File: config.mk
export PLATFORM = sky130hd
export DESIGN_NAME = fnsr_cell
export DESIGN_NICKNAME = d
export VERILOG_FILES = /design/src/rtl/fnsr_pkg.sv /design/src/rtl/fnsr_cell.sv
export SDC_FILE = /design/constraint.sdc
export NUM_CORES = 1
export LEC_CHECK = 0
export ABC_AREA = 1
export BUFFER_PORTS_ARGS = -buffer_cell sky130_fd_sc_hd__buf_2
export CORE_ASPECT_RATIO = 1.1
export CORE_MARGIN = 2
export CORE_UTILIZATION = 49
export CTS_CLUSTER_DIAMETER = 120
export DETAILED_ROUTE_END_ITERATION = 12
export GPL_TIMING_DRIVEN = 0
export PLACE_DENSITY = 0.87
export SLEW_MARGIN = 20
export SYNTH_ARGS = -nofsm -noshare
export SYNTH_HDL_FRONTEND = slang
export SYNTH_SLANG_ARGS = --single-unit
File: constraint.sdc
create_clock -name clock -period 4.7 [get_ports clock]
set_input_delay 1.175 -clock clock [delete_from_list [all_inputs] [get_ports clock]]
set_output_delay 1.175 -clock clock [all_outputs]
set_load 0.01 [all_outputs]
File: src/rtl/fnsr_pkg.sv
`timescale 1ns / 1ps
// ----------------------------------------------------------------------------
// fnsr_pkg
// Shared types and constants of the four nearest station rate interpolator.
// ----------------------------------------------------------------------------
package fnsr_pkg;

   localparam int CoordW = 24;
   localparam int CoefW  = 32;
   localparam int CloudW = 16;
   localparam int BandW  = 23;
   localparam int DiffW  = 25;
   localparam int SqW    = 50;
   localparam int DistW  = 25;
   localparam int RateW  = 32;
   localparam int ProdW  = 48;
   localparam int NumW   = 59;
   localparam int DenW   = 27;
   localparam int ModeW  = 2;
   localparam int StatW  = 2;
   localparam int NumCells = 4;

   localparam logic [BandW-1:0] BandReset = 23'd2560;

   localparam logic [ModeW-1:0] MODE_LOAD  = 2'd0;
   localparam logic [ModeW-1:0] MODE_QUERY = 2'd1;
   localparam logic [ModeW-1:0] MODE_CLEAR = 2'd2;

   localparam logic [StatW-1:0] ST_OK    = 2'd0;
   localparam logic [StatW-1:0] ST_SHORT = 2'd1;
   localparam logic [StatW-1:0] ST_FULL  = 2'd2;

   typedef struct packed {
      logic                    valid;
      logic [DistW-1:0]        span;
      logic signed [RateW-1:0] rate;
   } cand_type;

   typedef enum logic [3:0] {
      S_IDLE,
      S_READ,
      S_DIFF,
      S_SQ1,
      S_SQ2,
      S_SQST,
      S_SQRT,
      S_NEXT,
      S_DRAIN,
      S_MAC,
      S_DIVST,
      S_DIV,
      S_OUT
   } state_type;

endpackage

File: src/rtl/fnsr_cell.sv
`timescale 1ns / 1ps
// ----------------------------------------------------------------------------
// fnsr_cell
// One slot of the sorted nearest list; passes displaced or farther entries downstream.
// ----------------------------------------------------------------------------
module fnsr_cell (
   input  logic               clock,
   input  logic               reset,
   input  logic               clear,
   input  fnsr_pkg::cand_type cand_in,
   output fnsr_pkg::cand_type cand_out,
   output fnsr_pkg::cand_type held
);

   fnsr_pkg::cand_type held_ff, held_in;
   fnsr_pkg::cand_type out_ff, out_in;

   always_comb begin
      held_in = held_ff;
      out_in  = cand_in;
      out_in.valid = 1'b0;
      if (cand_in.valid) begin
         if (!held_ff.valid) begin
            held_in = cand_in;
         end else if (cand_in.span == held_ff.span) begin
            held_in.rate = cand_in.rate;
         end else if (cand_in.span < held_ff.span) begin
            held_in = cand_in;
            out_in  = held_ff;
         end else begin
            out_in = cand_in;
         end
      end
   end

   always_ff @(posedge clock) begin
      if (reset || clear) begin
         held_ff.valid <= 1'b0;
         out_ff.valid  <= 1'b0;
      end else begin
         held_ff.valid <= held_in.valid;
         out_ff.valid  <= out_in.valid;
      end
      held_ff.span <= held_in.span;
      held_ff.rate <= held_in.rate;
      out_ff.span  <= out_in.span;
      out_ff.rate  <= out_in.rate;
   end

   assign cand_out = out_ff;
   assign held     = held_ff;

endmodule

## Word level (Yosys, flattened, before mapping)

Cells that the tools add are included.

- Register bits after elaboration: 116
- Logic and storage cells: 25

- Order comparisons: 1
- Equality and inequality tests: 4
- Multiplexer cells: 8
- Bitwise logic cells: 2
- Reduce and logical (&&, ||, !) cells: 4

Operators by type and width:

| kind | number |
|---|---|
| 2-to-1 mux 57 bit | 5 |
| 2-to-1 mux 58 bit | 1 |
| 2-to-1 mux 32 bit | 1 |
| 2-to-1 mux 26 bit | 1 |
| == test 25 bit | 1 |
| less-than comparator 25 bit | 1 |
| OR reduction 4 bit | 1 |
| inequality test 3 x 1 -> 1 bit (second input constant) | 1 |
| AND reduction 3 bit | 1 |
| inequality test 2 x 1 -> 1 bit (second input constant) | 1 |
| inequality test 2 bit (second input constant) | 1 |
| NOT 1 bit | 2 |
| AND reduction 2 bit | 1 |
| logical OR 1 bit | 1 |

## Depth between registers and ports, before layout

Gate-level depths: netlist (run 1).

- Depth in word-level cells: 5
- Gate-level depth with buffers: 16
- Depth with buffers taken out: 14

## Least setup slack after synthesis (run 1)

No wires, ideal clock.

- Path kind: input to register
- From: input port cand_in[52] (netlist bit)
- To: register held_ff (netlist bit held[0]) (enable)
- Arrival time: 3.636 ns
- Data required time: 4.279 ns
- Path slack: 0.642 ns
- Stages on the path: 12
- Path buffers: 1
- Cells stage by stage: ha_1 > nand2_1 > nor2_1 > and2_4 > nand2_1 > nor2_2 > nand2_2 > inv_2 > nor2_4 > buf_4 > nor2_1 > nor2_1

- Word-level cells in the longest chain between the ends: 3

Ends and longest elaborated chain:

| element | line | source |
|---|---|---|
| start: declaration | fnsr_cell.sv:10 | `input fnsr_pkg::cand_type cand_in,` |
| less-than comparator 25 bit or == test 25 bit (tied branches) | fnsr_cell.sv:27, fnsr_cell.sv:25 |  |
| inequality test 3 x 1 -> 1 bit (no source line) (*) | n/a |  |
| AND reduction 2 bit (no source line) (*) | n/a |  |
| end: declaration | fnsr_cell.sv:15 | `fnsr_pkg::cand_type held_ff, held_in;` |

Mark *: on every way between the ends. The rest lies on a longest branch, timed or not.
A chain may end at the register's enable or synchronous reset.

## Worst setup path after layout (run 1)

- From: input port cand_in[36] (netlist bit)
- To: register held_ff (netlist bit held[28]) (enable)

Same word-level chain as after synthesis.

==> metrics.txt, run 1 <==
H-tree depth 4; Synth area leaders edfxtp_1 (37%), dfxtp_1 (26%), nand2_1 (13%), ha_1 (6.8%), nand3_1 (6.6%); Worst Hold Class reg -> reg; Root Buffer Master clkbuf_8; CTS Hold Bufs 0; Remaining DRCs 0; Starting Density 0.510; horizontal die dimension 96.1 um; outcome finished clean; Cell Count Post-Placement 741; Core Area 8960 um2; antenna cells 0; IO Port Bufs 176; FILL cells 659; Clock Latency Late Sink 520 ps; number of global-route vias before repair 3859; Num CTS Buffers 17; Seq cells post-synth 116; initial antenna violation count 0; Pleak 3.20 nW; final wirelength 11.8 mm; Max Cap Violations 0; Netlist cell types 23; Required @ worst endpoint 4920 ps; ANT nets after route 0; final core area utilization 0.700; layout cell share with drive strength beyond 1 0.354; GP Congestion 0.806; Syn Area/Cell 10.2 um2; Fin. Hold Viols 0; RSZ-0062 raised after global routing false; synthesized area 4570 um2; CTS sink cnt 116; multi-input gate area in the final layout 1400 um2; fmax 0.345 GHz; Final setup viols 0; commonest cells after routing, fill and taps aside buf_2 (182), nand2_1 (153), nand3_1 (60); critical path class in -> reg; crit-path max FO 26; drt pass-1 iters 4; Worst VDD drop 0.000312 V; routed vias 3854; Setup Fix Bufs, Post-CTS 0; crit path capture type flop; Rows 36; CTS tree yes; synthesized netlist net count 535; Cells after Synth 449; clock buffer depth 2; Final Total Pwr 2.80 mW; grt total ovfl 0; Layout Cells excl Fill 773; total die area 10100 um2; nets@finish 732; Synth top area share 0.374; clock skew 10.3 ps; startpoint types input pin; largest net degree at the start of global routing 27; Register Area 2890 um2; drt wl/cell 15.3 um; Worst slew margin 0.708; Die Y 105 um; Via density 4.99; warnings from Yosys 0; sequential fraction of the synthesis area 0.633; first-pass GRT wire length 18.3 mm; DR iter-0 viols 261; post-cts sizing count 0; power per cell area 446 nW/um2; area delta synth->final 37.2%; Total Routing Usage GR 0.239; Worst-Margin Slew 438 ps; HPWL after DPL 8.39 mm; I/O pins 177; commonest non-fill, non-tap cell in the layout buf_2; Yosys top cell by area edfxtp_1; Slew Limit Fails 0; Final period util 0.616; final setup TNS 0 ps; CTS clk-pin slew, worst paths 50 ps; clock period minus worst slack 2900 ps; WP data arrival 3110 ps
flip-flops by register name (all words and copies together), names as in the netlist:
name and flops:
cand_out 58, held 58
final timing paths:
| check | from | end | slack, ps | cells past startpoint |
|---|---|---|---|---|
| min | held[28] | cand_out[28] | 510 | 2 |
| max | cand_in[36] | held[28] | 1800 | 15 |
| min reg2reg | held[28] | cand_out[28] | 510 | 2 |
| max reg2reg | held[56] | held[28] | 2150 | 14 |
final cells by class:
| type | instances | share of cell area |
|---|---|---|
| Multi-Input combinational cell | 274 | 0.223 |
| Tap cell | 114 | 0.0227 |
| Inverter | 41 | 0.0245 |
| Sequential cell | 116 | 0.461 |
| Clock buffer | 19 | 0.0688 |
| Buffer | 18 | 0.0233 |
| Timing Repair Buffer | 178 | 0.148 |
| Clock inverter | 13 | 0.0289 |
critical path, stage by stage:
cell and delay (ps):
buf_2 120, ha_1 310, nand2_1 100, inv_1 60, nand2_1 60, nand2_1 40, nand2_1 50, nand3_1 80
nand2_2 120, inv_2 50, nor2_4 140, buf_4 230, nor2_1 90, nor2_4 230, buf_12 230
through the flow:
step	hold WS, ps	worst slack, ps	cell area, um2
6_report	508	1800	6270
5_1_grt	523	1660	6270
4_1_cts	507	1800	6270
3_5_place_dp	488	1280	5660
3_3_place_gp	480	-247	5600
2_1_floorplan	541	642	4570
synth_stat cells, drive strengths merged:
| master | n |
|---|---|
| inv | 41 |
| nor3 | 2 |
| dfxtp | 59 |
| nand3 | 60 |
| clkbuf | 1 |
| nand3b | 1 |
| nor4 | 1 |
| edfxtp | 57 |
| nand2 | 155 |
| ha | 25 |
| a21o | 2 |
| nor2 | 17 |
| a21oi | 8 |
| nand4 | 2 |
| buf | 17 |
| and2 | 1 |
power breakdown:
part / internal (mW) / total, mW / switching (mW)
logic: 0.121 / 0.305 / 0.184
registers: 1.13 / 1.16 / 0.0295
clock network: 0.872 / 1.33 / 0.456
total: 2.13 / 2.80 / 0.670
cell families after synthesis:
kind of cell    after synthesis  synth area share
buf+inv                      59            0.0657
flops                       116             0.633
compound gates               10            0.0120
simple gates                239             0.221
fa+ha+maj                    25            0.0684
layer usage:
layer  track usage  part of all wire
met5             0                 0
met2         0.400              0.50
met1         0.271              0.38
met4        0.0990             0.017
met3        0.0886             0.098
Power figures use the tool's default switching activity.
==> inputs of run 2 (changes only) <==
Settings changed: CORE_UTILIZATION 49 to 44, PLACE_DENSITY 0.87 to 0.83.
Clock period 4.7 ns to 2.6 ns, I/O delays scaled along.
==> metrics.txt, run 2 (synthesis results as in run 1) <==
outcome finished clean; worst-path cell chain inv_1 > ha_4 > nand2_1 > nand2_1 > nand2_1 > nand2_1 > nand2_1 > nand3_1 > nand2_2 > inv_2 > nor2_4 > buf_6 > nor2_4 > nor2_4 > buf_12; initial antenna violation count 0 (unchanged); final wirelength 11.8 mm (-0.25%); Worst Hold Class in -> reg; DR iter-0 viols 216 (-17%); clock period minus worst slack 2360 ps; critical path class reg -> reg; ANT nets after route 0 (unchanged); total die area 11200 um2 (+11%); nets@finish 736 (+0.55%); Pleak 3.20 nW (about the same); fmax 0.423 GHz; power per cell area 751 nW/um2 (+68%); Final period util 0.909; clock skew 15.0 ps (+4.75 ps); HPWL after DPL 8.10 mm (-3.5%); WHS 415 ps (-93.1 ps); Rows 39 (+8.3%); Root Buffer Master clkbuf_16; drt pass-1 iters 5 (+1); Starting Density 0.446 (-0.0639); drt wl/cell 15.0 um (-1.8%); Final setup viols 0 (unchanged); Remaining DRCs 0 (unchanged); area delta synth->final 40.6%; clock buffer depth 2 (unchanged); Total Routing Usage GR 0.211 (-0.0280); Worst slew margin 0.678 (-0.0301); Slew Limit Fails 0 (unchanged); H-tree depth 4 (unchanged); Clock Latency Late Sink 410 ps (-110 ps); CTS tree yes; antenna cells 0 (unchanged); CP peak stage delay 410 ps (+100 ps); largest net degree at the start of global routing 17 (-37%); number of global-route vias before repair 3995 (+3.5%); Worst VDD drop 0.000442 V (+42%); slowest CP cell edfxtp_1; commonest cells after routing, fill and taps aside buf_2 (182), nand2_1 (152), nand3_1 (60); multi-input gate area in the final layout 1570 um2 (+13%); Fin. Hold Viols 0 (unchanged); Layout Cells excl Fill 785 (+1.6%); I/O pins 177 (unchanged); horizontal die dimension 101 um (+5.3%); routed wire length on met3 834 um (-28%); metal2 WL 6.13 mm (+3.4%); Register Area 2890 um2 (unchanged); M1 wire length 4.68 mm (+3.8%); RSZ-0062 raised after global routing false; CP most frequent cell nand2_1; Worst-Margin Slew 482 ps (+44.6 ps); first-pass GRT wire length 18.5 mm (+0.98%); crit-path max FO 16 (-38%); Core Area 10200 um2 (+14%); Num CTS Buffers 17 (unchanged); GP Congestion 0.841 (+4.4%); DR top layer met4; routed vias 3855 (+0.026%); Via density 4.91 (-1.5%); Die Y 111 um (+5.3%); Max Cap Violations 0 (unchanged); Cell Count Post-Placement 748 (+0.94%); CTS clk-pin slew, worst paths 50 ps (about the same); crit path capture type flop; CTS sink cnt 116 (unchanged); IO Port Bufs 176 (unchanged); Required @ worst endpoint 2710 ps (-2210 ps); grt total ovfl 0 (unchanged); startpoint types flop; WP data arrival 2470 ps (-640 ps); commonest non-fill, non-tap cell in the layout buf_2; layout cell share with drive strength beyond 1 0.378 (+0.0241); FILL cells 855 (+30%)
==> run 2: cell count changes in the layout (fill, tap and decap cells not counted), moves of 2 or more <==
cell / previous run / this run
clkinv_2: 1 / 6
buf_12: 1 / 4
clkinv_4: 2 / 0
ha_4: 0 / 11
ha_1: 25 / 14
bufinv_16: 4 / 1
nor2_4: 2 / 4
==> run 2: layer usage <==
| layer | up-vias | track usage |
|---|---|---|
| li1 | 1878 | - |
| met1 | 1815 | 0.246 |
| met2 | 149 | 0.359 |
| met3 | 13 | 0.0731 |
| met4 | 0 | 0.0721 |
| met5 | - | 0 |
==> run 2: final timing paths <==
kind	start	to	slack, ps	cells past startpoint
worst max-delay path	held[34]	held[28]	240	15
worst min-delay path	reset	held[57]	420	2
worst max register to register	held[34]	held[28]	240	15
worst min register to register	held[3]	cand_out[3]	500	2
==> run 2: worst max-delay path: cells and delay by family (launching register included) <==
family / cells / cell delay, ps
adder cells (fa/ha/maj): 1 / 210
AND/OR/NAND/NOR: 10 / 890
flip-flops: 1 / 410
buffers and inverters: 4 / 540
==> run 2: repair_timing <==
| item | in CTS | in global routing |
|---|---|---|
| pin swaps | 1 | 4 |
| resized for setup | 2 | 0 |
| cloned | 2 | 0 |
| hold buffers | 0 | 0 |
| hold endpoints to repair | 0 | 0 |
| endpoints found under the setup margin | 57 | 57 |
| setup buffers | 0 | 4 |
==> run 2: power breakdown <==
part           switching [mW]  internal, mW
Combinational           0.349         0.240
Sequential             0.0507          2.05
Clock                   0.796          1.34
==> run 2: metrics by stage <==
stage	TNS (ps)	power [mW]	instance area [um2]	utilization	setup WS [ps]
finish	0	4.83	6430	0.627	237
floorplan	0	2.44	4740	-	6.99
global placement	-25090	2.68	5780	0.564	-536
detailed placement	-28890	2.70	5780	0.564	-596
CTS	0	4.85	6350	0.619	5.65
global route	0	5.01	6430	0.627	44.6
==> run 2: final cells by class <==
class,count,area share
Tap cell,123,0.0239
Timing Repair Buffer,180,0.150
Multi-Input combinational cell,276,0.245
Sequential cell,116,0.450
Clock buffer,20,0.0711
Buffer,18,0.0234
Clock inverter,11,0.0134
Inverter,41,0.0239
