## src/rtl/fnsr_pkg.sv

```systemverilog
`timescale 1ns / 1ps
// ----------------------------------------------------------------------------
// fnsr_pkg
// Shared types and constants of the four nearest station rate interpolator.
// ----------------------------------------------------------------------------
package fnsr_pkg;

   localparam int CoordW = 24;
   localparam int CoefW  = 32;
   localparam int CloudW = 16;
   localparam int BandW  = 23;
   localparam int DiffW  = 25;
   localparam int SqW    = 50;
   localparam int DistW  = 25;
   localparam int RateW  = 32;
   localparam int ProdW  = 48;
   localparam int NumW   = 59;
   localparam int DenW   = 27;
   localparam int ModeW  = 2;
   localparam int StatW  = 2;
   localparam int NumCells = 4;

   localparam logic [BandW-1:0] BandReset = 23'd2560;

   localparam logic [ModeW-1:0] MODE_LOAD  = 2'd0;
   localparam logic [ModeW-1:0] MODE_QUERY = 2'd1;
   localparam logic [ModeW-1:0] MODE_CLEAR = 2'd2;

   localparam logic [StatW-1:0] ST_OK    = 2'd0;
   localparam logic [StatW-1:0] ST_SHORT = 2'd1;
   localparam logic [StatW-1:0] ST_FULL  = 2'd2;

   typedef struct packed {
      logic                    valid;
      logic [DistW-1:0]        span;
      logic signed [RateW-1:0] rate;
   } cand_type;

   typedef enum logic [3:0] {
      S_IDLE,
      S_READ,
      S_DIFF,
      S_SQ1,
      S_SQ2,
      S_SQST,
      S_SQRT,
      S_NEXT,
      S_DRAIN,
      S_MAC,
      S_DIVST,
      S_DIV,
      S_OUT
   } state_type;

endpackage

```

## src/rtl/fnsr_div.sv

```systemverilog
`timescale 1ns / 1ps
// ----------------------------------------------------------------------------
// fnsr_div
// Restoring unsigned divider, one quotient bit per cycle.
// ----------------------------------------------------------------------------
module fnsr_div (
   input  logic                         clock,
   input  logic                         reset,
   input  logic                         start,
   input  logic [fnsr_pkg::NumW-1:0]    dividend,
   input  logic [fnsr_pkg::DenW-1:0]    divisor,
   output logic                         done,
   output logic [fnsr_pkg::NumW-1:0]    quotient
);

   logic [fnsr_pkg::NumW-1:0] q_ff, q_in;
   logic [fnsr_pkg::DenW-1:0] rem_ff, rem_in;
   logic [fnsr_pkg::DenW-1:0] den_ff, den_in;
   logic [5:0]                cnt_ff, cnt_in;
   logic                      busy_ff, busy_in;
   logic                      done_ff, done_in;
   logic [fnsr_pkg::DenW:0]   trial;

   always_comb begin
      trial   = {rem_ff, q_ff[fnsr_pkg::NumW-1]};
      q_in    = q_ff;
      rem_in  = rem_ff;
      den_in  = den_ff;
      cnt_in  = cnt_ff;
      busy_in = busy_ff;
      done_in = 1'b0;
      if (start) begin
         q_in    = dividend;
         rem_in  = '0;
         den_in  = divisor;
         cnt_in  = '0;
         busy_in = 1'b1;
      end else if (busy_ff) begin
         if (trial >= {1'b0, den_ff}) begin
            rem_in = fnsr_pkg::DenW'(trial - {1'b0, den_ff});
            q_in   = {q_ff[fnsr_pkg::NumW-2:0], 1'b1};
         end else begin
            rem_in = trial[fnsr_pkg::DenW-1:0];
            q_in   = {q_ff[fnsr_pkg::NumW-2:0], 1'b0};
         end
         cnt_in = cnt_ff + 6'd1;
         if (cnt_ff == 6'(fnsr_pkg::NumW - 1)) begin
            busy_in = 1'b0;
            done_in = 1'b1;
         end
      end
   end

   always_ff @(posedge clock) begin
      if (reset) begin
         busy_ff <= 1'b0;
         done_ff <= 1'b0;
      end else begin
         busy_ff <= busy_in;
         done_ff <= done_in;
      end
      q_ff   <= q_in;
      rem_ff <= rem_in;
      den_ff <= den_in;
      cnt_ff <= cnt_in;
   end

   assign done     = done_ff;
   assign quotient = q_ff;

endmodule

```

## config.mk

```make
export PLATFORM = sky130hd
export DESIGN_NAME = fnsr_div
export DESIGN_NICKNAME = d
export VERILOG_FILES = /design/src/rtl/fnsr_pkg.sv /design/src/rtl/fnsr_div.sv
export SDC_FILE = /design/constraint.sdc
export NUM_CORES = 1
export LEC_CHECK = 0
export ABC_AREA = 1
export ABC_CLOCK_PERIOD_IN_PS = 5050
export BUFFER_PORTS_ARGS = -buffer_cell sky130_fd_sc_hd__buf_2
export CORE_UTILIZATION = 35
export CTS_BUF_LIST = sky130_fd_sc_hd__clkbuf_4 sky130_fd_sc_hd__clkbuf_8
export CTS_CLUSTER_SIZE = 20
export DETAILED_ROUTE_END_ITERATION = 12
export SYNTH_ARGS = -nofsm -noshare
export SYNTH_HDL_FRONTEND = slang
export SYNTH_SLANG_ARGS = --single-unit
```

## constraint.sdc

```tcl
create_clock -name clock -period 5.05 [get_ports clock]
set_input_delay 0.2525 -clock clock [delete_from_list [all_inputs] [get_ports clock]]
set_output_delay 0.2525 -clock clock [all_outputs]
set_load 0.01 [all_outputs]
```

### Yosys cells after proc, flatten, opt, wreduce, memory -nomap -nowiden

Index checks and enable logic that the tools add are counted.

* register bits after elaboration: 121
* input bits: 89
* logic and storage cells: 21

* add/subtract/negate cells: 2
* $lt $le $gt $ge: 1
* eq/ne operators: 1
* muxes and demuxes: 8
* bitwise operators: 1
* reductions and logical operators: 2

Operator list (count)
* $mux 59: 2
* $ge 28x27->1: 1
* $mux 27: 1
* $sub 27x27->27: 1
* $add 6x1->6 const B: 1
* $eq 6x6->1 const B: 1
* $mux 1: 5
* $reduce_or 3->1: 1
* $reduce_bool 2->1: 1
* $not 1->1: 1

### Longest topological paths before layout

Gate-level depths: netlist of run 1.

* depth after elaboration: 4
* depth in mapped cells: 14
* depth with buffers taken out: 14

### Worst setup path after synthesis of run 1

OpenSTA, ideal clock, no wires.

* path kind: input -> register
* start point: input port start
* end point: register q_ff (netlist bit quotient[0]) (enable)
* setup time: 0.446 ns
* data arrival time: 2.596 ns
* data required time: 4.604 ns
* setup slack: 2.008 ns
* cell stages on the path: 4
* path buffers: 2
* cells stage by stage: clkbuf_1 -> nor2_1 -> inv_1 -> clkbuf_1

* longest elaborated chain between the ends: 1

Ends and longest elaborated chain
* start, declared: line fnsr_div.sv:9 `input logic start,`
* $reduce_bool 2->1 (no line)
* end signal, assigned: line fnsr_div.sv:62 `q_ff <= q_in;`
* end, declared: line fnsr_div.sv:16 `logic [fnsr_pkg::NumW-1:0] q_ff, q_in;`

Every way passes these cells.
A chain may end at the register's enable or synchronous reset.

### Final worst setup path of run 1

* start point: register q_ff (netlist bit quotient[58])
* end point: register rem_ff[4] in the netlist's numbering

* longest elaborated chain between the ends: 2
* elaborated cells on any way between the ends: 3
* classes of those cells: 1 x add/sub; 1 x order compare; 1 x mux

Ends and longest elaborated chain
* $sub 27x27->27 / $ge 28x27->1 (equally long branches): line fnsr_div.sv:40, fnsr_div.sv:39
* $mux 27 *: line fnsr_div.sv:39 `if (trial >= {1'b0, den_ff}) begin`
* end signal, assigned: line fnsr_div.sv:63 `rem_ff <= rem_in;`
* end, declared: line fnsr_div.sv:17 `logic [fnsr_pkg::DenW-1:0] rem_ff, rem_in;`

Mark *: on every way between the ends. The rest lies on a longest branch, timed or not.

==> results.ini, run 1 <==
[status]
outcome=finished, final reports clean

[clocking]
clock_latency_ps=450
cts_tree=yes
cts_sinks=121
cts_inserted_buffers=17
clkTransAtPathRegs_ps=90
post_cts_buffers=0
cts_htree_levels=4
cts_resized=0
cts_max_path_buffers=2
cts_root_buffer=clkbuf_8
ctsHoldBuffers=28

[synthesis]
synth-seq-area-share_pct=45.6
yosysWarnings=0
synth_area_leaders=edfxtp_1, nand2_1, dfxtp_1
yosys.area.top_type_share_pct=35.8
ys_ff_latch=121
synthArstFlopShare_pct=0
syn_area_um2=7210
synth-edff-count=86
ys.flop_type=edfxtp_1
synth_top_cell_by_area=edfxtp_1
avgSynthCellArea_um2=7.39
syn_inst=975
yosysMostFrequentCell=nand2_1
synth_cell_types=38
yosys-top-cells-count=nand2_1, inv_1, edfxtp_1
synth_fp_nets=1094

[worst_hold_path]
holdPathStages=3
hold_start=dividend[33]
hold_class=in -> reg

[critical_path]
crit_fanout=28
slowest_stage=nand3_4
cp_cell_sequence=inv_1 > ha_1 > fa_1 > inv_1 > nand3_1 > nand2_1 > nand2_1 > nand3_1 > nand2_4 > nand3_4 > nand2_1 > nand3_1 > o21ai_0
critical_path_class=reg -> reg
start_kind=flip-flop
r2r-start=quotient[58]
reg2regPathDepth=13
crit_start=quotient[58]
cp_data_required_time_ps=5370
cp.arrival_ps=3010
end_kind=flip-flop
cpPeakStageDelay_ps=420

[detailed_routing]
ant_nets=0
dr.pass1.iters=7
wl_per_cell_um=13.4
drc=0
vias=6592
viasPerCell=4.60
drtIter0Drc=419
routed_wl_um=19100

[flow_run]
drv_cap=0

[layout]
antennaDiodeCount=0
fin_cells=1433
fillers=2066
finalNetCount=1270
layout-drive-gt1-share_pct=18.6
layout-area-overhead-vs-synth_pct=23.7

[grt]
grt.total_usage_pct=18.8
grt_pass1_vias=6481
use_met3_pct=5.49
grt_overflow=0
grt_pass1_wl_um=31500
grtUsageMet1_pct=24.0
antenna_found_initial=0
grt-busiest-layer=met2
grt_max_degree=64
use_met2_pct=30.5

[die]
fp-row-count=52
die_area_um2=21200
die_y_um=145
core_um2=20200
initial_core_util_pct=35.6
num_io_pins=149
dieWidth_um=145

[timing]
rsz0062_at_grt=false
finalCriticalPeriod_ps=2680
slew-limit-headroom_pct=47.2
min_period_over_period_pct=53.1
whs_ps=62.3
final_max_slew_viol_count=0
max_freq_ghz=0.373
tightest_slew_ps=792
final-hold-violation-count=0
setup_tns_ps=0
skew_ps=15.6
setup_viol=0

[placement]
place.gp.congestion=0.946
dp.cells=1374
port_buffers=148
dp.final_hpwl_um=13700

[pwr]
power_density_nw_per_um2=276
p_leak_uw=0.00465
vdd_drop_max_uv=171

[flip-flops by register name (all words and copies together), names as in the netlist]
signal    flops
busy_ff       1
cnt_ff        6
den_ff       27
done          1
quotient     59
rem_ff       27
[metal layers]
layer | vias to the layer above | routed length [um] | share of wire, %
li1 | 3392 | - | -
met1 | 2967 | 8780 | 46
met2 | 213 | 8720 | 46
met3 | 20 | 1410 | 7.3
met4 | 0 | 244 | 1.3
met5 | - | 0 | 0
[where the power goes]
| part | internal, uW | total, uW | switching (uW) |
|---|---|---|---|
| Combinational | 133 | 336 | 203 |
| Clock | 496 | 937 | 441 |
| Sequential | 1150 | 1180 | 35.2 |
| Total | 1780 | 2460 | 679 |
[worst max-delay path: cells and delay by family, from the launching register on]
kind / cells / cell delay, ps
AO/OA/AOI/OAI: 1 / 80
adder cells (fa/ha/maj): 2 / 630
AND/OR/NAND/NOR: 8 / 1360
buffers and inverters: 2 / 150
flip-flops: 1 / 340
[path summary, 6_finish.rpt]
kind	to	slack, ps
worst min register to register	rem_ff[26]	470
worst max register to register	rem_ff[4]	2370
worst min-delay path	quotient[33]	60
worst max-delay path	rem_ff[4]	2370
[cells in the final DEF (no fill, tap or decap), types with 2 or more instances in the layout]
cell type,n
dlygate4sd3_1,28
nor2_1,32
bufinv_16,3
nand3_2,5
nand3_1,54
nor3_1,3
clkbuf_8,17
inv_2,9
clkinv_4,2
o21ai_0,11
dfxtp_1,35
nand2_1,425
nor2_2,4
inv_6,4
nand3b_1,2
o21ai_1,4
ha_1,29
a211oi_1,2
nand4_1,33
xnor2_1,13
inv_1,167
a21oi_1,15
nand2_2,4
buf_2,147
edfxtp_1,86
nor2_4,3
clkinvlp_4,3
buf_4,7
[cells by family after synthesis]
| logic type | Yosys count | share of synthesized area [%] |
|---|---|---|
| adder cells (fa/ha/maj) | 30 | 5.31 |
| XOR/XNOR | 14 | 1.70 |
| flip-flops | 121 | 45.6 |
| AND/OR/NAND/NOR | 575 | 34.1 |
| AO/OA/AOI/OAI | 34 | 2.62 |
| buffers and inverters | 201 | 10.7 |
[final cells by class]
class                   count  area, um^2  share of cell area [%]
inverters                 176         661                    7.41
repair buffers            182        1070                    12.0
multi-input cells         653        3150                    35.4
flip-flops and latches    121        3280                    36.8
clock buffers              18         241                    2.71
well taps                 270         338                    3.79
clock inverters            13         169                    1.90
[through the flow]
step	total power (uW)	utilization [%]	cell area, um^2	setup slack [ps]
after floorplan	1380	-	7210	2010
after CTS	2490	44.0	8910	2360
after global placement	1520	40.6	8220	2480
after global routing	2570	44.0	8910	2100
after detailed placement	1520	40.6	8220	2370
final	2460	44.0	8910	2370
Note: power is estimated with default switching activity, not from simulation.
==> run 2: changes to the inputs <==
- ABC_AREA: 1 -> 0
- ABC_CLOCK_PERIOD_IN_PS: 5050 -> 2600
- clock period: 5.05 -> 2.6 ns (I/O delays scaled with it)
==> results.ini, run 2 <==
[placement]
dp.final_hpwl_um=11800  ; was 13,700 um
port_buffers=148  ; unchanged
dp.cells=996  ; was 1,374
place.gp.congestion=0.810  ; was 0.946

[detailed_routing]
wl_per_cell_um=16.1  ; was 13.4 um
wl_met1_um=8100  ; was 8780 um
highest_layer=met4  ; unchanged
met2_length_um=8690  ; was 8720 um
ant_nets=0  ; unchanged
viasPerCell=5.05  ; was 4.60
routed_wl_um=18000  ; was 19,100 um
drc=0  ; unchanged
drtIter0Drc=262  ; was 419
dr.pass1.iters=6  ; was 7
vias=5662  ; was 6,592
wl_met3_um=1110  ; was 1410 um

[synthesis]
synth_top_cell_by_area=edfxtp_1  ; unchanged
synth-seq-area-share_pct=49.3  ; was 45.6%
synthArstFlopShare_pct=0  ; unchanged
avgSynthCellArea_um2=11.3  ; was 7.39 um^2
yosys.area.top_type_share_pct=38.8  ; was 35.8%
yosysMostFrequentCell=edfxtp_1  ; was nand2_1
synth-edff-count=86  ; unchanged
syn_area_um2=6660  ; was 7210 um^2
yosys-top-cells-count=edfxtp_1, mux2_2, nor2_1  ; was nand2_1, inv_1, edfxtp_1
ys_ff_latch=121  ; unchanged
syn_inst=587  ; was 975
ys.flop_type=edfxtp_1  ; unchanged
synth_fp_nets=706  ; was 1,094
synth_cell_types=68  ; was 38
yosysWarnings=0  ; unchanged
synth_area_leaders=edfxtp_1, dfxtp_1, mux2_2  ; was edfxtp_1, nand2_1, dfxtp_1

[timing]
fin_ws_ps=-62.8  ; was 2370 ps
setup_viol=21  ; was 0
skew_ps=17.3  ; was 15.6 ps
slew-limit-headroom_pct=51.9  ; was 47.2%
finalCriticalPeriod_ps=2660  ; was 2680 ps
max_freq_ghz=0.376  ; was 0.373 GHz
final_max_slew_viol_count=0  ; unchanged
tightest_slew_ps=722  ; was 792 ps
rsz0062_at_grt=true  ; was false
final-hold-violation-count=0  ; unchanged
min_period_over_period_pct=102  ; was 53.1%
whs_ps=25.5  ; was 62.3 ps

[critical_path]
r2r_setup_slack_ps=-60  ; was 2370 ps
cp.arrival_ps=3020  ; was 3010 ps
crit_fanout=6  ; was 28
cpPeakStageDelay_ps=390  ; was 420 ps
critical_path_class=reg -> reg  ; unchanged
end_kind=flip-flop  ; unchanged
cp_data_required_time_ps=2960  ; was 5370 ps
start_kind=flip-flop  ; unchanged
cp_cell_sequence=inv_1 > ha_2 > fa_2 > nor2b_2 > o31a_1 > o21ai_4 > o31ai_4 > a211oi_4 > a21o_4 > clkbuf_16 > nand3_2 > a311oi_1  ; was inv_1 > ha_1 > fa_1 > inv_1 > nand3_1 > nand2_1 > nand2_1 > nand3_1 > nand2_4 > nand3_4 > nand2_1 > nand3_1 > o21ai_0
slowest_stage=edfxtp_1  ; was nand3_4

[die]
die_y_um=140  ; was 145 um
dieWidth_um=140  ; was 145 um
die_area_um2=19600  ; was 21,200 um^2
initial_core_util_pct=35.7  ; was 35.6%
core_um2=18600  ; was 20,200 um^2
num_io_pins=149  ; unchanged
fp-row-count=50  ; was 52

[clocking]
cts_max_path_buffers=2  ; unchanged
cts_htree_levels=4  ; unchanged
cts_inserted_buffers=17  ; unchanged
cts_root_buffer=clkbuf_8  ; unchanged
cts_sinks=121  ; unchanged
clkTransAtPathRegs_ps=90  ; about the same
cts_tree=yes  ; unchanged
clock_latency_ps=460  ; was 450 ps

[status]
outcome=finished, violations left  ; was finished, final reports clean
violations=setup timing

[layout]
layout-drive-gt1-share_pct=41.0  ; was 18.6%
layout_commonest_cell=buf_2  ; was nand2_1
finalNetCount=993  ; was 1,270
antennaDiodeCount=0  ; unchanged
layout-area-overhead-vs-synth_pct=44.7  ; was 23.7%
fin_cells=1121  ; was 1,433
final_cell_mix=buf_2, edfxtp_1, dlygate4sd3_1  ; was nand2_1, inv_1, buf_2
largest_reg_flops=59  ; unchanged

[pwr]
p_sw_uw=1870  ; was 679 uW
vdd_drop_max_uv=398  ; was 171 uV
power_density_nw_per_um2=600  ; was 276 nW/um^2
p_leak_uw=0.00405  ; was 0.00465 uW
clkPwrFrac_pct=30.8  ; was 38.2%
comb_power_share_pct=27.8  ; was 13.7%
p_sw_share_pct=32.4  ; was 27.6%
intPower_uw=3910  ; was 1780 uW
pwr-share-seq_pct=41.4  ; was 48.2%

[grt]
grt_pass1_vias=5880  ; was 6,481
grt_overflow=0  ; unchanged
grt.total_usage_pct=19.0  ; was 18.8%
grt_max_degree=60  ; was 64
antenna_found_initial=0  ; unchanged
grt_pass1_wl_um=29300  ; was 31,500 um

[worst_hold_path]
hold_class=in -> reg  ; unchanged

[flow_run]
drv_cap=0  ; unchanged

run 2: cell types whose count changed in the layout (fill, tap and decap cells not counted), moves of 37 or more:
cell / change
nand2_1: -408
inv_1: -133
dlygate4sd3_1: +58
buf_4: +50
mux2_2: +60
nand3_1: -37
run 2: power groups by stage:
stage	combinational, uW	clock [uW]	sequential [uW]
floorplan	833	0	2450
global placement	1390	0	2420
detailed placement	1400	0	2420
CTS	1540	1840	2390
global route	1760	1900	2420
finish	1600	1780	2390
run 2: kinds of logic (layout without fill, tap and decap cells):
group                      Yosys count  in the layout  synth area share, %
buffers and inverters               71            371                 4.79
and+or+nand+nor                    134            134                 10.2
DFF                                121            121                 49.3
AOI/OAI and AO/OA                  146            146                 16.5
adders and majority gates           30             30                 5.75
muxes                               63             63                 10.6
xor gates and xnor gates            22             22                 2.90
run 2: layout make-up:
cell class              instances  area, um^2
well taps                     234         293
inverters                      37         139
clock inverters                15         169
flip-flops and latches        121        3280
repair buffers                302        2230
multi-input cells             395        3290
fillers                      1646        9010
clock buffers                  17         234
run 2: what timing repair did:
action | CTS | global route
hold endpoints to repair | 87 | 0
gates cloned | 0 | 1
buffers inserted | 5 | 2
resized for setup | 20 | 24
endpoints found under the setup margin | 27 | 28
pin swaps | 17 | 24
hold buffers | 86 | 0
run 2: final timing paths:
path | from | end | cells past startpoint
worst max-delay path | quotient[58] | rem_ff[18] | 12
worst min-delay path | dividend[56] | quotient[56] | 2
worst max register to register | quotient[58] | rem_ff[18] | 12
worst min register to register | cnt_ff[5] | cnt_ff[5] | 2
run 2: worst max-delay path: cells and delay by family (launching register included):
family / cells / cell delay (ps)
AO/OA/AOI/OAI: 6 / 1410
adder cells (fa/ha/maj): 2 / 400
buffers and inverters: 2 / 250
flip-flops: 1 / 390
AND/OR/NAND/NOR: 2 / 120
run 2: stage by stage:
step | total power [uW] | cell area, um^2 | setup WS, ps | utilization, % | TNS (ps)
after floorplan | 3280 | 6680 | -154 | - | -2260
after global placement | 3820 | 8070 | -93.9 | 43.3 | -695
after detailed placement | 3820 | 8070 | -109 | 43.3 | -1510
after CTS | 5770 | 9470 | -39.5 | 50.8 | -268
after global routing | 6080 | 9630 | -241 | 51.7 | -4400
final | 5780 | 9630 | -62.8 | 51.7 | -613
run 2: metal layers:
layer  vias to the layer above  global-route usage [%]
met4                         0                    4.97
met1                      2689                    23.0
li1                       2795                       -
met5                         -                       0
met2                       166                    32.5
met3                        12                    5.98
