$ cat config.mk
export PLATFORM = sky130hd
export DESIGN_NAME = fnsr_isqrt
export DESIGN_NICKNAME = d
export VERILOG_FILES = /design/src/rtl/fnsr_pkg.sv /design/src/rtl/fnsr_isqrt.sv
export SDC_FILE = /design/constraint.sdc
export NUM_CORES = 1
export LEC_CHECK = 0
export ABC_AREA = 1
export BUFFER_PORTS_ARGS = -buffer_cell sky130_fd_sc_hd__buf_2
export CAP_MARGIN = 20
export CORE_ASPECT_RATIO = 1.5
export CORE_MARGIN = 10
export CORE_UTILIZATION = 35
export DETAILED_ROUTE_END_ITERATION = 10
export SYNTH_ARGS = -nofsm -noshare
export SYNTH_HDL_FRONTEND = slang
export SYNTH_SLANG_ARGS = --single-unit
$ cat constraint.sdc
create_clock -name clock -period 17.7 [get_ports clock]
set_clock_uncertainty 0.2 [all_clocks]
set_input_delay 3.54 -clock clock [delete_from_list [all_inputs] [get_ports clock]]
set_output_delay 3.54 -clock clock [all_outputs]
set_load 0.05 [all_outputs]
$ cat src/rtl/fnsr_pkg.sv
`timescale 1ns / 1ps
// ----------------------------------------------------------------------------
// fnsr_pkg
// Shared types and constants of the four nearest station rate interpolator.
// ----------------------------------------------------------------------------
package fnsr_pkg;

   localparam int CoordW = 24;
   localparam int CoefW  = 32;
   localparam int CloudW = 16;
   localparam int BandW  = 23;
   localparam int DiffW  = 25;
   localparam int SqW    = 50;
   localparam int DistW  = 25;
   localparam int RateW  = 32;
   localparam int ProdW  = 48;
   localparam int NumW   = 59;
   localparam int DenW   = 27;
   localparam int ModeW  = 2;
   localparam int StatW  = 2;
   localparam int NumCells = 4;

   localparam logic [BandW-1:0] BandReset = 23'd2560;

   localparam logic [ModeW-1:0] MODE_LOAD  = 2'd0;
   localparam logic [ModeW-1:0] MODE_QUERY = 2'd1;
   localparam logic [ModeW-1:0] MODE_CLEAR = 2'd2;

   localparam logic [StatW-1:0] ST_OK    = 2'd0;
   localparam logic [StatW-1:0] ST_SHORT = 2'd1;
   localparam logic [StatW-1:0] ST_FULL  = 2'd2;

   typedef struct packed {
      logic                    valid;
      logic [DistW-1:0]        span;
      logic signed [RateW-1:0] rate;
   } cand_type;

   typedef enum logic [3:0] {
      S_IDLE,
      S_READ,
      S_DIFF,
      S_SQ1,
      S_SQ2,
      S_SQST,
      S_SQRT,
      S_NEXT,
      S_DRAIN,
      S_MAC,
      S_DIVST,
      S_DIV,
      S_OUT
   } state_type;

endpackage

$ cat src/rtl/fnsr_isqrt.sv
`timescale 1ns / 1ps
// ----------------------------------------------------------------------------
// fnsr_isqrt
// Iterative integer square root, one result bit per cycle.
// ----------------------------------------------------------------------------
module fnsr_isqrt (
   input  logic                           clock,
   input  logic                           reset,
   input  logic                           start,
   input  logic [fnsr_pkg::SqW-1:0]       radicand,
   output logic                           done,
   output logic [fnsr_pkg::DistW-1:0]     root
);

   localparam int Steps = fnsr_pkg::SqW / 2;

   logic [fnsr_pkg::SqW-1:0] n_ff, n_in;
   logic [fnsr_pkg::SqW-1:0] root_ff, root_in;
   logic [fnsr_pkg::SqW-1:0] bit_ff, bit_in;
   logic [4:0]               cnt_ff, cnt_in;
   logic                     busy_ff, busy_in;
   logic                     done_ff, done_in;
   logic [fnsr_pkg::SqW:0]   trial;

   always_comb begin
      trial   = {1'b0, root_ff} + {1'b0, bit_ff};
      n_in    = n_ff;
      root_in = root_ff;
      bit_in  = bit_ff;
      cnt_in  = cnt_ff;
      busy_in = busy_ff;
      done_in = 1'b0;
      if (start) begin
         n_in    = radicand;
         root_in = '0;
         bit_in  = {2'b01, {(fnsr_pkg::SqW-2){1'b0}}};
         cnt_in  = '0;
         busy_in = 1'b1;
      end else if (busy_ff) begin
         if ({1'b0, n_ff} >= trial) begin
            n_in    = n_ff - trial[fnsr_pkg::SqW-1:0];
            root_in = (root_ff >> 1) + bit_ff;
         end else begin
            root_in = root_ff >> 1;
         end
         bit_in = bit_ff >> 2;
         cnt_in = cnt_ff + 5'd1;
         if (cnt_ff == 5'(Steps - 1)) begin
            busy_in = 1'b0;
            done_in = 1'b1;
         end
      end
   end

   always_ff @(posedge clock) begin
      if (reset) begin
         busy_ff <= 1'b0;
         done_ff <= 1'b0;
      end else begin
         busy_ff <= busy_in;
         done_ff <= done_in;
      end
      n_ff    <= n_in;
      root_ff <= root_in;
      bit_ff  <= bit_in;
      cnt_ff  <= cnt_in;
   end

   assign done = done_ff;
   assign root = root_ff[fnsr_pkg::DistW-1:0];

endmodule

* Yosys cells after proc, flatten, opt, wreduce, memory -nomap -nowiden *
Index checks and enable logic that the tools add are counted.

storage, ports and cells
  logic and storage cells = 25
  output and inout bits = 26
  input port bits = 53
  register bits = 132

operators by class
  order comparisons = 1
  reduce and logical (&&, ||, !) cells = 4
  muxes and demuxes = 8
  bitwise operators = 1
  equal/unequal tests = 1
  $add $sub $neg = 4

operator list
  operator             count
  $mux 50              4
  $add 50x49->51       1
  $ge 50x51->1         1
  $add 49x49->50       1
  $sub 50x50->50       1
  $add 5x1->5 const B  1
  $eq 5x5->1 const B   1
  $mux 1               4
  $reduce_bool 2->1    2
  $reduce_or 3->1      1
  $reduce_and 2->1     1
  $not 1->1            1

* Depth between registers and ports, before layout *
Gate-level depths: netlist of the first run.

  word-level depth = 5
  depth in mapped cells = 30
  gate-level depth less buffers = 29

* Least setup slack after synthesis of the first run *
OpenSTA, ideal clock, no wires.

  kind = register to register
  start = register root_ff[14] (netlist bit)
  end = register n_ff[0] (netlist bit) (enable)
  period minus slack after synthesis = 7546 ps
  buffers on the path = 0
  setup slack = 10154 ps
  library setup time = 527 ps
  cell stages (with the launch flop) = 22
  arrival = 6819 ps
  required time = 16973 ps
  path through = dfxtp_1 ha_1 nand2_1 o21ai_0 nand2_1 o211ai_1 a21oi_1 o21ai_0 nand2_1 nand2_1 xnor2_1 ha_1 nand2_1 nor2_1 nand2_1 nor4_2 nand3_1 nand3_1 nand3_2 nand2_4 inv_2 o21ai_0

between the ends
  word-level cells in the longest chain between the ends = 4

ends and longest elaborated chain
  element                      line              text
  start: declaration           fnsr_isqrt.sv:18  logic [fnsr_pkg::SqW-1:0] root_ff, root_in;
  start signal: assignment     fnsr_isqrt.sv:64  root_ff <= root_in;
  $add 50x49->51               fnsr_isqrt.sv:26  trial = {1'b0, root_ff} + {1'b0, bit_ff};
  $ge 50x51->1                 fnsr_isqrt.sv:40  if ({1'b0, n_ff} >= trial) begin
  $reduce_bool 2->1 (no line)  n/a
  $reduce_and 2->1 (no line)   n/a
  end signal: assignment       fnsr_isqrt.sv:63  n_ff <= n_in;
  end: declaration             fnsr_isqrt.sv:17  logic [fnsr_pkg::SqW-1:0] n_ff, n_in;

No other way between the ends.
A chain may end at the register's enable or synchronous reset.

* Worst setup path after layout of the first run *
  start = register root_ff[20] (netlist bit)
  end = register n_ff[41] (netlist bit) (enable)

Same word-level chain as after synthesis.

==> reports/metrics.csv, run 1 <==
stage,metric,value,unit
outcome,status,finished clean,
critical_path,critPathCaptureType,flip-flop,
layout,num_antenna_cells,0,
critical_path,cp-startpoint,root_ff[20]$_SDFFE_PP0P_,
critical_path,worst_path_largest_cell_delay,0.58,ns
global_route,gr-total-overflow,0,
floorplanning,pin_count,79,
logic_synthesis,synthesis.nets,2475,
clock_tree,post_cts_hold_buffer_count,0,
critical_path,critical_path.n_buffers_inverters,4,
critical_path,critical-path-slowest-cell,nor4_1,
layout,fillCellCount,4393,
layout,layout.cells.most_common_list,"nand2_1, inv_1, nor2_1",
place,gpl.final_weighted_congestion,0.999,
floorplanning,core.rowCount,90,
floorplanning,core_area,40200,um2
clock_tree,clock_transition_at_the_registers_of_the_reported_paths,0.06,ns
logic_synthesis,synthesis.area_per_instance,6.13,um2
global_route,grt_first_pass_wirelength,84.7,mm
power,p_leak,0.00675,uW
logic_synthesis,yosys_warnings,0,
worst_hold_path,min_path_type,flip-flop to flip-flop,
routing,num_vias,15300,
timing,timing.final.hold_violations,0,
routing,avgViaCountPerCell,5.36,
routing,drc,0,
logic_synthesis,synth.yosys.seq_area_share,0.221,
power,vdd.ir_drop.worst,0.0000607,V
floorplanning,initial_util,0.353,
place,post-dp-hpwl,44.8,mm
floorplanning,floorplan_die_width,185,um
timing,finalMaxSlewViolations,0,
layout,finish.instance_area,15500,um2
timing,timing.max_slew.rel_slack,0.210,
routing,routed_wl_per_cell,19.3,um
routing,initial_drt_markers,1205,
critical_path,critical_path_arrival,6.93,ns
routing,postRouteAntennaNets,0,
global_route,track_usage,0.223,
logic_synthesis,syn-instance-count,2317,
critical_path,reg2reg_capture_point,n_ff[41]$_DFFE_PP_,
layout,finish.net_count,2494,
timing,setup_violations,0,
floorplanning,floorplan.die_area,49200,um2
critical_path,critical_path.cell_chain,"ha_1, nand2_1, nor2_1, inv_1, nor4_1, nand3_1, o2111ai_1, xor2_1, ha_1, nand2_1, nor2_1, nand2_1, nor4_2, nand3_1, nand3_1, nand3_2, buf_4, nand2_4, inv_2, o21ai_4, buf_4",
critical_path,path_max_fanout,54,
clock_tree,cts_setup_buffers,0,
global_route,via_count_of_the_first_global_routing_pass,15700,
clock_tree,post_cts_resized,0,
critical_path,criticalPathCategory,flip-flop to flip-flop,
routing,drt_wl_total,55.1,mm
timing,time_the_final_worst_path_needs_with_i_o_delays_and_setup,7.06,ns
clock_tree,cts_sinks,132,
place,area_of_placed_instances,14800,um2
clock_tree,cts_htree_levels,4,
critical_path,cp_data_required_time,17.57,ns
logic_synthesis,synthDistinctLibCells,50,
critical_path,cp-start-kind,flip-flop,
timing,achievable-frequency,142,MHz
timing,max_slew.worst_pin.slew,1.17,ns
layout,synthToLayoutAreaGrowth,8.86,%
clock_tree,clock_latency_late_sink,0.45,ns
critical_path,rrSetupSlack,10.64,ns
logic_synthesis,synth-edff-count,50,
critical_path,cp.depth,21,
critical_path,timing.reg2reg.worst_path_depth,21,
timing,fin_tns_setup,0,ns
timing,final_min_period_over_clock_period,0.399,
floorplanning,chip_height,267,um
logic_synthesis,synth_async_sr_flop_share,0,
layout,layout_commonest_cell,nand2_1,
clock_tree,clock_path_buffers,2,
flow_run,timing.max_cap.violations,0,
logic_synthesis,postSynthRegisterBits,132,
logic_synthesis,netlist_area,14200,um2
clock_tree,cts_tree,built,
global_route,antenna_found_initial,0,
logic_synthesis,yosys_most_used_dff,dfxtp_1,
critical_path,r2r-start,root_ff[20]$_SDFFE_PP0P_,
place,buffer_ports.inserted,78,
critical_path,worst_path_dominant_cell_family,simple AND/OR/NAND/NOR gates,
clock_tree,cts_buffers,17,
global_route,grt_start_max_net_pins,81,
critical_path,critPathCapture,n_ff[41]$_DFFE_PP_,
power,power_density,137,nW/um2
layout,drive_above_1_share,0.0656,
routing,drtPass1Iterations,6,
timing,rsz0062_at_grt,no,
clock_tree,cts_root_buffer,clkbuf_16,
-- cell families (layout without fill, tap and decap cells) --
group	count (synthesis)	in the layout	share of synthesized area
AND/OR/NAND/NOR	1146	1146	0.339
XOR/XNOR	103	103	0.0635
flip-flops	132	132	0.221
AO/OA/AOI/OAI	441	441	0.170
adder cells (fa/ha/maj)	105	105	0.0930
buffers and inverters	390	421	0.113
-- flip-flops by register name (all words and copies together) (netlist names) --
register / flops
busy_ff: 1
cnt_ff: 5
bit_ff: 25
done: 1
n_ff: 50
root_ff: 50
-- Yosys cell counts, types with 30 or more instances --
cell	n	area [um2]
dfxtp_1	82	1640
xor2_1	52	455
nand3_1	205	1030
a21oi_1	187	936
nor2_1	260	976
buf_4	30	225
ha_1	104	1300
inv_1	300	1130
nand2_1	583	2190
edfxtp_1	50	1500
xnor2_1	51	447
clkbuf_1	37	139
o21ai_0	158	791
-- stage by stage --
step / hold slack, ns / setup slack (ns) / cells / power, uW / util
2_1_floorplan: 0.249 / 10.15 / 2317 / 1370 / -
3_3_place_gp: 0.259 / 10.72 / 2823 / 1700 / 0.369
3_5_place_dp: 0.278 / 10.76 / 2823 / 1710 / 0.369
4_1_cts: 0.292 / 10.72 / 2854 / 2110 / 0.385
5_1_grt: 0.326 / 10.41 / 2854 / 2280 / 0.385
6_report: 0.292 / 10.64 / 2854 / 2110 / 0.385
-- routing by layer --
layer / global-route usage / vias to the layer above / share of wire
met1: 0.229 / 7105 / 0.38
met4: 0.150 / 0 / 0.071
met3: 0.0245 / 143 / 0.032
met5: 0 / - / 0
li1: - / 7627 / -
met2: 0.412 / 415 / 0.51
-- worst min path at each step --
stage,endpoint,start,depth (start not counted)
floorplan,root_ff[0]$_SDFFE_PP0P_,root_ff[0]$_SDFFE_PP0P_,2
global placement,root_ff[0]$_SDFFE_PP0P_,root_ff[0]$_SDFFE_PP0P_,2
detailed placement,root_ff[0]$_SDFFE_PP0P_,root_ff[0]$_SDFFE_PP0P_,2
CTS,root_ff[0]$_SDFFE_PP0P_,root_ff[0]$_SDFFE_PP0P_,2
global route,root_ff[0]$_SDFFE_PP0P_,root_ff[0]$_SDFFE_PP0P_,2
finish,root_ff[0]$_SDFFE_PP0P_,root_ff[0]$_SDFFE_PP0P_,2
-- worst register-to-register path: stages (launching register included) --
cell and delay (ns):
dfxtp_1 0.41, ha_1 0.41, nand2_1 0.10, nor2_1 0.20, inv_1 0.10, nor4_1 0.58
nand3_1 0.31, o2111ai_1 0.40, xor2_1 0.23, ha_1 0.42, nand2_1 0.15, nor2_1 0.42
nand2_1 0.18, nor4_2 0.26, nand3_1 0.12, nand3_1 0.30, nand3_2 0.11, buf_4 0.30
nand2_4 0.57, inv_2 0.15, o21ai_4 0.15, buf_4 0.58
-- where the power goes --
group          switching (uW)  internal (uW)  total, uW
clock                     151            238        390
combinational             848            397       1250
sequential               70.8            408        479
total                    1070           1040       2110
-- area by class of cell --
class                   count  area (um2)  share of cell area
multi-input cells        1795        9470               0.612
flip-flops and latches    132        3140               0.203
inverters                 304        1140              0.0738
well taps                 506         633              0.0409
clock buffers              21         483              0.0312
repair buffers             86         453              0.0293
clock inverters            10         144             0.00930
(Power assumes the default switching activity.)
==> run 2, diff against run 1 <==
==> constraint.sdc (replaced) <==
create_clock -name clock -period 6.5 [get_ports clock]
set_clock_uncertainty 0.2 [all_clocks]
set_input_delay 1.3 -clock clock [delete_from_list [all_inputs] [get_ports clock]]
set_output_delay 1.3 -clock clock [all_outputs]
set_load 0.05 [all_outputs]
==> reports/metrics.csv, run 2 (synthesis results as in run 1) <==
stage,metric,value,unit
timing,max_slew.worst_pin.slew,1.08,ns
floorplanning,initial_util,0.353,
global_route,grt_first_pass_wirelength,86.0,mm
clock_tree,cts_htree_levels,4,
clock_tree,clock_latency_late_sink,0.46,ns
worst_hold_path,min_path_type,flip-flop to flip-flop,
clock_tree,cts_tree,built,
global_route,grt_start_max_net_pins,77,
clock_tree,post_cts_resized,0,
routing,drc,0,
floorplanning,chip_height,267,um
power,power.switching_fraction,0.513,
power,p_clk_frac,0.185,
global_route,via_count_of_the_first_global_routing_pass,15600,
worst_hold_path,min_delay_path_depth,2,
clock_tree,cts_setup_buffers,0,
flow_run,timing.max_cap.violations,0,
critical_path,timing.reg2reg.worst_path_depth,27,
layout,finish.net_count,2497,
layout,utilization,0.386,
floorplanning,floorplan_die_width,185,um
layout,multi_input_area,9470,um2
clock_tree,cts_buffers,17,
power,total_power,5760,uW
worst_hold_path,hold_path_startpoint,root_ff[0]$_SDFFE_PP0P_,
routing,initial_drt_markers,1113,
routing,drt_wl_total,56.1,mm
global_route,gr-total-overflow,0,
critical_path,path_max_fanout,50,
global_route,track_usage,0.227,
place,preCtsSetupSlack,0.553,ns
outcome,status,finished clean,
layout,synthToLayoutAreaGrowth,9.10,%
timing,finalMaxSlewViolations,0,
critical_path,critical_path.n_buffers_inverters,2,
critical_path,r2r-start,root_ff[0]$_SDFFE_PP0P_,
timing,fin_tns_setup,0,ns
floorplanning,pin_count,79,
power,net-switching-power,2950,uW
critical_path,worst_path_largest_cell_delay,0.68,ns
critical_path,path_common_cell,nand2_1,
timing,timing.final.hold_violations,0,
critical_path,cp-start-kind,flip-flop,
timing,rsz0062_at_grt,no,
power,power_frac_comb,0.589,
layout,layout_commonest_cell,nand2_1,
layout,finish.instance_area,15500,um2
timing,timing.final.ws_setup,0.463,ns
layout,fillCellCount,4412,
critical_path,critPathCaptureType,flip-flop,
floorplanning,core.rowCount,90,
clock_tree,clock_path_buffers,2,
critical_path,reg2reg_capture_point,n_ff[46]$_DFFE_PP_,
timing,setup_violations,0,
power,power_density,372,nW/um2
critical_path,critical-path-slowest-cell,a21boi_0,
power,power.share.sequential,0.226,
critical_path,worst_path_dominant_cell_family,simple AND/OR/NAND/NOR gates,
layout,register_area,3140,um2
timing,achievable-frequency,166,MHz
critical_path,rrSetupSlack,0.46,ns
routing,drtPass1Iterations,5,
timing,final_min_period_over_clock_period,0.929,
timing,timing.max_slew.rel_slack,0.271,
critical_path,critical_path_arrival,5.96,ns
routing,routed_wl_per_cell,19.6,um
routing,num_vias,15400,
power,cell_internal_power,2810,uW
clock_tree,post_cts_hold_buffer_count,0,
clock_tree,clock_transition_at_the_registers_of_the_reported_paths,0.06,ns
global_route,antenna_found_initial,0,
clock_tree,cts_sinks,132,
layout,layout.cells.most_common_list,"nand2_1, inv_1, nor2_1",
place,post-dp-hpwl,45.1,mm
place,gpl.final_weighted_congestion,1.04,
critical_path,cp_data_required_time,6.42,ns
routing,postRouteAntennaNets,0,
timing,time_the_final_worst_path_needs_with_i_o_delays_and_setup,6.04,ns
clock_tree,cts_root_buffer,clkbuf_16,
layout,drive_above_1_share,0.0680,
floorplanning,core_area,40200,um2
critical_path,criticalPathCategory,flip-flop to flip-flop,
power,p_leak,0.00677,uW
place,area_of_placed_instances,14900,um2
power,vdd.ir_drop.worst,0.000145,V
layout,largest_registers,"n_ff: 50 flops, root_ff: 50 flops, bit_ff: 25 flops",
floorplanning,floorplan.die_area,49200,um2
routing,avgViaCountPerCell,5.38,
layout,num_antenna_cells,0,
place,buffer_ports.inserted,78,
worst_hold_path,min_to,root_ff[0]$_SDFFE_PP0P_,
==> run 2: how the worst max path moves through the flow <==
stage | startpoint | to | slack (ns) | cells after the start
final | root_ff[0]$_SDFFE_PP0P_ | n_ff[46]$_DFFE_PP_ | 0.46 | 27
after global routing | root_ff[0]$_SDFFE_PP0P_ | n_ff[46]$_DFFE_PP_ | 0.27 | 27
after CTS | root_ff[0]$_SDFFE_PP0P_ | n_ff[48]$_DFFE_PP_ | 0.52 | 27
after detailed placement | root_ff[0]$_SDFFE_PP0P_ | n_ff[41]$_DFFE_PP_ | 0.55 | 27
after global placement | root_ff[0]$_SDFFE_PP0P_ | n_ff[45]$_DFFE_PP_ | 0.52 | 27
after floorplan | root_ff[14]$_SDFFE_PP0P_ | n_ff[0]$_DFFE_PP_ | 0.31 | 21
==> run 2: worst register-to-register path: cells and delay by family, from the launching register on <==
family | cells | cell delay (ns)
xor gates and xnor gates | 1 | 0.19
adders and majority gates | 3 | 1.13
DFF | 1 | 0.33
buffers and inverters | 2 | 0.42
and+or+nand+nor | 16 | 2.00
AOI/OAI and AO/OA | 5 | 1.40
==> run 2: through the flow <==
| step | instances | hold slack (ns) |
|---|---|---|
| finish | 2858 | 0.289 |
| global route | 2858 | 0.316 |
| CTS | 2858 | 0.286 |
| detailed placement | 2826 | 0.276 |
| global placement | 2826 | 0.271 |
| floorplan | 2317 | 0.249 |
==> run 2: area by class of cell <==
cell class	count	area share
Clock buffer	19	0.0299
Clock inverter	13	0.0104
Inverter	304	0.0736
Multi-Input combinational cell	1795	0.611
Sequential cell	132	0.203
Tap cell	506	0.0408
Timing Repair Buffer	89	0.0315
==> run 2: routing by layer <==
layer  wire, um  track usage  vias up
met5          0            0        -
met4       4050        0.163        0
met3       2070       0.0207      150
met2      28400        0.408      436
met1      21600        0.243     7130
li1           -            -     7648
==> run 2: power groups by stage <==
stage                     Clock [uW]  Sequential [uW]  Combinational [uW]
after detailed placement           0             1320                3340
after global placement             0             1310                3330
after floorplan                    0             1230                2500
after global routing            1110             1330                3770
final                           1060             1300                3400
after CTS                       1080             1300                3360
